### src/q2e_pkg.sv
package q2e_pkg;

   localparam int QBITS = 28;
   localparam int PROD_W = 32;
   localparam int SUM_W = 35;
   localparam int T_W = QBITS + 2;
   localparam int AT_W = QBITS + 1;
   localparam int V_W = 2 * QBITS + 1;
   localparam int SQRT_STAGES = QBITS + 1;
   localparam int ROOT_W = QBITS + 1;
   localparam int VEC_W = 36;
   localparam int ACC_W = 33;
   localparam int ANGLE_FRAC = 16;
   localparam int ANGLE_W = 16;
   localparam int ROLL_W = 16;
   localparam int PITCH_W = 15;
   localparam int YAW_W = 16;
   localparam int RSP_DATA_W = ((ROLL_W + PITCH_W + YAW_W + 7) / 8) * 8;
   localparam int ROLL_LIMIT = 18000;
   localparam int PITCH_LIMIT = 9000;
   localparam logic signed [ACC_W-1:0] QUARTER_TURN = 33'sd589824000;

   localparam logic signed [31:0] ATAN_TABLE [32] = '{
      32'sd294912000, 32'sd174096719, 32'sd91987925, 32'sd46694507, 32'sd23437865,
      32'sd11730358, 32'sd5866610, 32'sd2933484, 32'sd1466764, 32'sd733385,
      32'sd366693, 32'sd183346, 32'sd91673, 32'sd45837, 32'sd22918, 32'sd11459,
      32'sd5730, 32'sd2865, 32'sd1432, 32'sd716, 32'sd358, 32'sd179, 32'sd90,
      32'sd45, 32'sd22, 32'sd11, 32'sd6, 32'sd3, 32'sd1, 32'sd1, 32'sd0, 32'sd0
   };

endpackage

### src/q2e_sqrt.sv
module q2e_sqrt (
   input  logic                          clock,
   input  logic                          en,
   input  logic [q2e_pkg::V_W-1:0]       v_in,
   output logic [q2e_pkg::ROOT_W-1:0]    root_out
);
   import q2e_pkg::*;

   logic [V_W-1:0]    rem_ff  [SQRT_STAGES];
   logic [ROOT_W-1:0] root_ff [SQRT_STAGES];

   for (genvar j = 0; j < SQRT_STAGES; j++) begin : g_stage
      localparam int K = SQRT_STAGES - 1 - j;
      logic [V_W-1:0]    rem_prev;
      logic [ROOT_W-1:0] root_prev;
      logic [V_W+1:0]    test;

      if (j == 0) begin : g_first
         assign rem_prev  = v_in;
         assign root_prev = '0;
      end else begin : g_next
         assign rem_prev  = rem_ff[j-1];
         assign root_prev = root_ff[j-1];
      end

      assign test = ((V_W+2)'(root_prev) << (K + 1)) + ((V_W+2)'(1) << (2 * K));

      always_ff @(posedge clock) begin
         if (en) begin
            if ((V_W+2)'(rem_prev) >= test) begin
               rem_ff[j]  <= V_W'((V_W+2)'(rem_prev) - test);
               root_ff[j] <= root_prev | (ROOT_W'(1) << K);
            end else begin
               rem_ff[j]  <= rem_prev;
               root_ff[j] <= root_prev;
            end
         end
      end
   end

   assign root_out = root_ff[SQRT_STAGES-1];

endmodule

### config.mk
export PLATFORM = sky130hd
export DESIGN_NAME = q2e_sqrt
export DESIGN_NICKNAME = d
export VERILOG_FILES = /design/src/q2e_pkg.sv /design/src/q2e_sqrt.sv
export SDC_FILE = /design/constraint.sdc
export NUM_CORES = 2
export LEC_CHECK = 0
export ABC_CLOCK_PERIOD_IN_PS = 5900
export BUFFER_PORTS_ARGS = -buffer_cell sky130_fd_sc_hd__buf_2
export CORE_ASPECT_RATIO = 1.4
export CORE_MARGIN = 2
export CORE_UTILIZATION = 55
export DETAILED_ROUTE_END_ITERATION = 10
export GPL_TIMING_DRIVEN = 0
export PLACE_DENSITY = 0.71
export SLEW_MARGIN = 10
export SYNTH_ARGS = -nofsm -noshare
export SYNTH_HDL_FRONTEND = slang
export SYNTH_SLANG_ARGS = --single-unit
export TNS_END_PERCENT = 50
### constraint.sdc
create_clock -name clock -period 5.9 [get_ports clock]
set_input_delay 0.295 -clock clock [delete_from_list [all_inputs] [get_ports clock]]
set_output_delay 0.295 -clock clock [all_outputs]
set_load 0.005 [all_outputs]
# Word-level counts from Yosys, hierarchy flattened
# Memories as Yosys holds them, arrays and structs flattened.
# Cells that the tools add are included.
# totals
reg_bits,0
mem_bits_rw,2494
input_bits,59
out_inout_bits,29
elab_cells,378
mem_count,2
# memory_table
memory,depth,word_bits,read_ports,rd_ports_with_merged_regs,wr,line_no,text
rem_ff,29,57,28,0,29,q2e_sqrt.sv:9,logic [V_W-1:0] rem_ff [SQRT_STAGES];
root_ff,29,29,29,0,29,q2e_sqrt.sv:10,logic [ROOT_W-1:0] root_ff [SQRT_STAGES];
# classes
add_sub_neg,57
order_cmp,29
muxes,232
bitwise_logic,58
# ops
cell,n
57-bit 2-to-1 mux,29
29-bit 2-to-1 mux,29
1-bit 2-to-1 mux,174
57-bit subtractor,2
"57-bit by 55-bit adder with 58-bit output, second input constant",1
57-bit by 58-bit >= comparator with 1-bit output,1
1-bit OR,58
"56-bit by 53-bit adder with 57-bit output, second input constant",1
57-bit by 31-bit >= comparator with 1-bit output,1
57-bit by 32-bit >= comparator with 1-bit output,1
57-bit by 33-bit >= comparator with 1-bit output,1
57-bit by 34-bit >= comparator with 1-bit output,1
57-bit by 35-bit >= comparator with 1-bit output,1
57-bit by 36-bit >= comparator with 1-bit output,1
57-bit by 37-bit >= comparator with 1-bit output,1
57-bit by 38-bit >= comparator with 1-bit output,1
57-bit by 39-bit >= comparator with 1-bit output,1
57-bit by 40-bit >= comparator with 1-bit output,1
57-bit by 41-bit >= comparator with 1-bit output,1
57-bit by 42-bit >= comparator with 1-bit output,1
57-bit by 43-bit >= comparator with 1-bit output,1
57-bit by 44-bit >= comparator with 1-bit output,1
57-bit by 45-bit >= comparator with 1-bit output,1
57-bit by 46-bit >= comparator with 1-bit output,1
65 further kinds,65

# Depth between registers and ports, before layout
# An unclocked memory read counts as a cell.
# depth
depth_word,7
depth_mapped,14
mapped_depth_nobuf,13

# Worst setup path before layout
# OpenSTA, ideal clock, no wires.
# synth_timing
path_kind,input to register
from,input en
to,memory rem_ff[1][627] in the netlist's numbering (enable)
setup_time_ns,0.473
arrival_ns,3.674
required_ns,5.427
slack_ns,1.752
stages,5
path_buffers,5
cell_sequence,clkbuf_1 -> clkbuf_1 -> clkbuf_1 -> clkbuf_1 -> clkbuf_1
# synth_lines
element,line_no,text
start: declaration,q2e_sqrt.sv:3,"input logic en,"
end: declaration,q2e_sqrt.sv:9,

==> qor.yml <==
dpl.hpwl_mm: 210.8
antenna_found_initial: 13
period_needed_ns: 5.210
postLayoutCellArea_mm2: 0.1099
cts_buffer_depth: 3
async_flop_share_pct: 0
cp-end-kind: "register"
setup_violations: 0
status: "completed"
die_width_um: 362.2
min_path_type: "input pin to register"
grt_max_degree: 70
grt.overflow.total: 0
gp_congestion: 1.028
first_pass_iters: 6
routed_wl_mm: 267.3
placed_cell_area_mm2: 0.1030
synth_common_cells: "2,031 x edfxtp_1, 639 x nand2_1, 564 x inv_1, 469 x nor2_1, 460 x ha_1"
worst_pin_slew_ns: 1.382
rsz0062_at_grt: "no"
maxCapViolCount: 0
yosys_warnings: 0
num_io_pins: 88
cts_buffers: 190
num_vias: 65210
path_class: "register to register"
cts_max_level: 4
slowest_stage: "nor3_1"
path_max_fanout: 10
io_buffers: 87
vias_per_cell: 5.983
fin_crit_sh_pct: 88.30
areaGrowthSynthToFinish_pct: 11.23
floorplan.initialDensity_pct: 55.16
dieArea_mm2: 0.1831
leakagePower_uw: 0.04095
clock_skew_ns: 0.09000
drive_gt1_share_pct: 6.620
syn-mean-instance-area_um2: 12.29
power_density_mw_per_mm2: 375.4
route.detailed.wl_per_inst_um: 24.52
ys_seq_elements: 2031
syn_nets: 8561
clk_pin_slew_ns: 0.06
ir_drop_mv: 0.3366
finalHoldViolCount: 0
yosysSeqAreaShare_pct: 61.73
drv_slew: 0
synth_edf_count: 2031
cts-root-buf: "clkbuf_16"
ant_nets: 0
yosysTopAreaCell: "edfxtp_1"
crit_required_ns: 6.46
synth_top_area_share_pct: 61.73
grt_pass1_vias: 67150
synth.most_common_cell: "edfxtp_1"
nNetsFinal: 8928
drt-initial-drc-count: 4494
max_freq_ghz: 0.1919
ys_types: 87
global_route.usage.total_pct: 29.06
cp_cell_sequence: "ha_1 > clkbuf_1 > nand4_1 > nor3_1 > and3_1 > nand4b_1 > nor3_1 > or4b_1 > o21bai_2 > clkbuf_1 > a21oi_1"
synth_flop_cell: "edfxtp_1"
cts_resized: 0
critPathMaxStageDelay_ns: 1.07
synth_area_mm2: 0.09881
crit_path_start_kind: "register"
cts_tree: "built"
synth.area.top_cells: "edfxtp_1 62%, ha_1 5.8%, xnor2_1 3.3%"
dp_slack_ns: 0.8384
clock_sinks: 2031
die-height_um: 505.5
syn_inst: 8041
slew-limit-headroom_pct: 7.179
clk-insertion-delay-late_ns: 0.89
arrival_ns: 5.77
grt_first_pass_wirelength_mm: 393.8
coreArea_mm2: 0.1791
std_cell_rows: 184
fin_ws_ns: 0.6901
drc_errors: 0
==> repair_timing <==
| action | 4_1_cts | 5_1_grt |
|---|---|---|
| hold buffers | 57 | 0 |
| hold endpoints to repair | 58 | 0 |
| setup buffers | 0 | 0 |
==> sequential cells by signal, indices dropped and copies added, names as in the netlist <==
name / flops
rem_ff: 1596
root_ff: 435
==> cell usage in the layout (no fill, tap or decap), drive strengths merged, types with 85 or more instances in the layout <==
cell type	n
nor4	277
xnor2	372
nand2	639
nand4	140
nor3	225
buf	141
nand2b	85
inv	568
nor2	469
xor2	334
clkinv	88
edfxtp	2031
clkbuf	414
a21oi	429
ha	460
nand3	167
o21ai	460
a21o	195
==> cells by family after synthesis <==
logic type / synth area share, %
buffers and inverters: 2.977
AOI/OAI and AO/OA: 9.525
adders and majority gates: 5.845
DFF: 61.73
xor gates and xnor gates: 6.258
and+or+nand+nor: 13.09
muxes: 0.5762
==> power by group <==
group	leakage, uW	internal (uW)	total [uW]	switching (uW)
Combinational	0.0184	3550	9270	5720
Sequential	0.0195	18300	19800	1450
Clock	0.00300	6680	12200	5560
Total	0.0409	28500	41300	12700
==> layer usage <==
layer,GRT usage [%],up-vias,wire (um)
met5,0,-,13
li1,-,30780,-
met4,24.01,2,25590
met1,24.23,31460,78360
met2,58.43,2109,152000
met3,4.105,864,11350
==> final timing paths <==
kind | depth (start not counted) | from | end | slack (ns)
setup reg to reg | 11 | rem_ff[1][483]$_DFFE_PP_ | rem_ff[1][536]$_DFFE_PP_ | 0.69
setup / recovery | 11 | rem_ff[1][483]$_DFFE_PP_ | rem_ff[1][536]$_DFFE_PP_ | 0.69
hold / removal | 2 | v_in[39] | rem_ff[0][39]$_DFFE_PP_ | 0.10
hold reg to reg | 0 | root_ff[1][215]$_DFFE_PP_ | root_ff[1][244]$_DFFE_PP_ | 0.42
==> per-stage QoR <==
step / hold slack (ns) / TNS (ns) / std cells / utilization [%] / total power [uW]
global placement: 0.4235 / -6900.84 / 10450 / 57.03 / 28960
floorplan: 0.3939 / 0 / 8041 / - / 26010
CTS: 0.02499 / 0 / 10890 / 61.33 / 41280
global route: 0.07029 / 0 / 10900 / 61.35 / 42990
finish: 0.1041 / 0 / 10900 / 61.36 / 41260
detailed placement: 0.4296 / 0 / 10480 / 57.51 / 29090
==> critical path: cells and delay by family (launching register included) <==
| family | cells | cell delay, ns |
|---|---|---|
| AOI/OAI and AO/OA | 2 | 0.54 |
| adders and majority gates | 1 | 0.29 |
| buffers and inverters | 2 | 0.99 |
| DFF | 1 | 0.40 |
| and+or+nand+nor | 6 | 2.65 |
==> area by class of cell <==
type / instances / area [um^2]
Antenna cell: 10 / 25.02
Buffer: 208 / 937.1
Clock buffer: 230 / 4905
Clock inverter: 119 / 1369
Fill cell: 13990 / 69210
Inverter: 564 / 2117
Multi-Input combinational cell: 5238 / 34980
Sequential cell: 2031 / 60990
Tap cell: 2325 / 2909
Timing Repair Buffer: 175 / 1674
No activity file was read; power rests on OpenSTA's default activity.
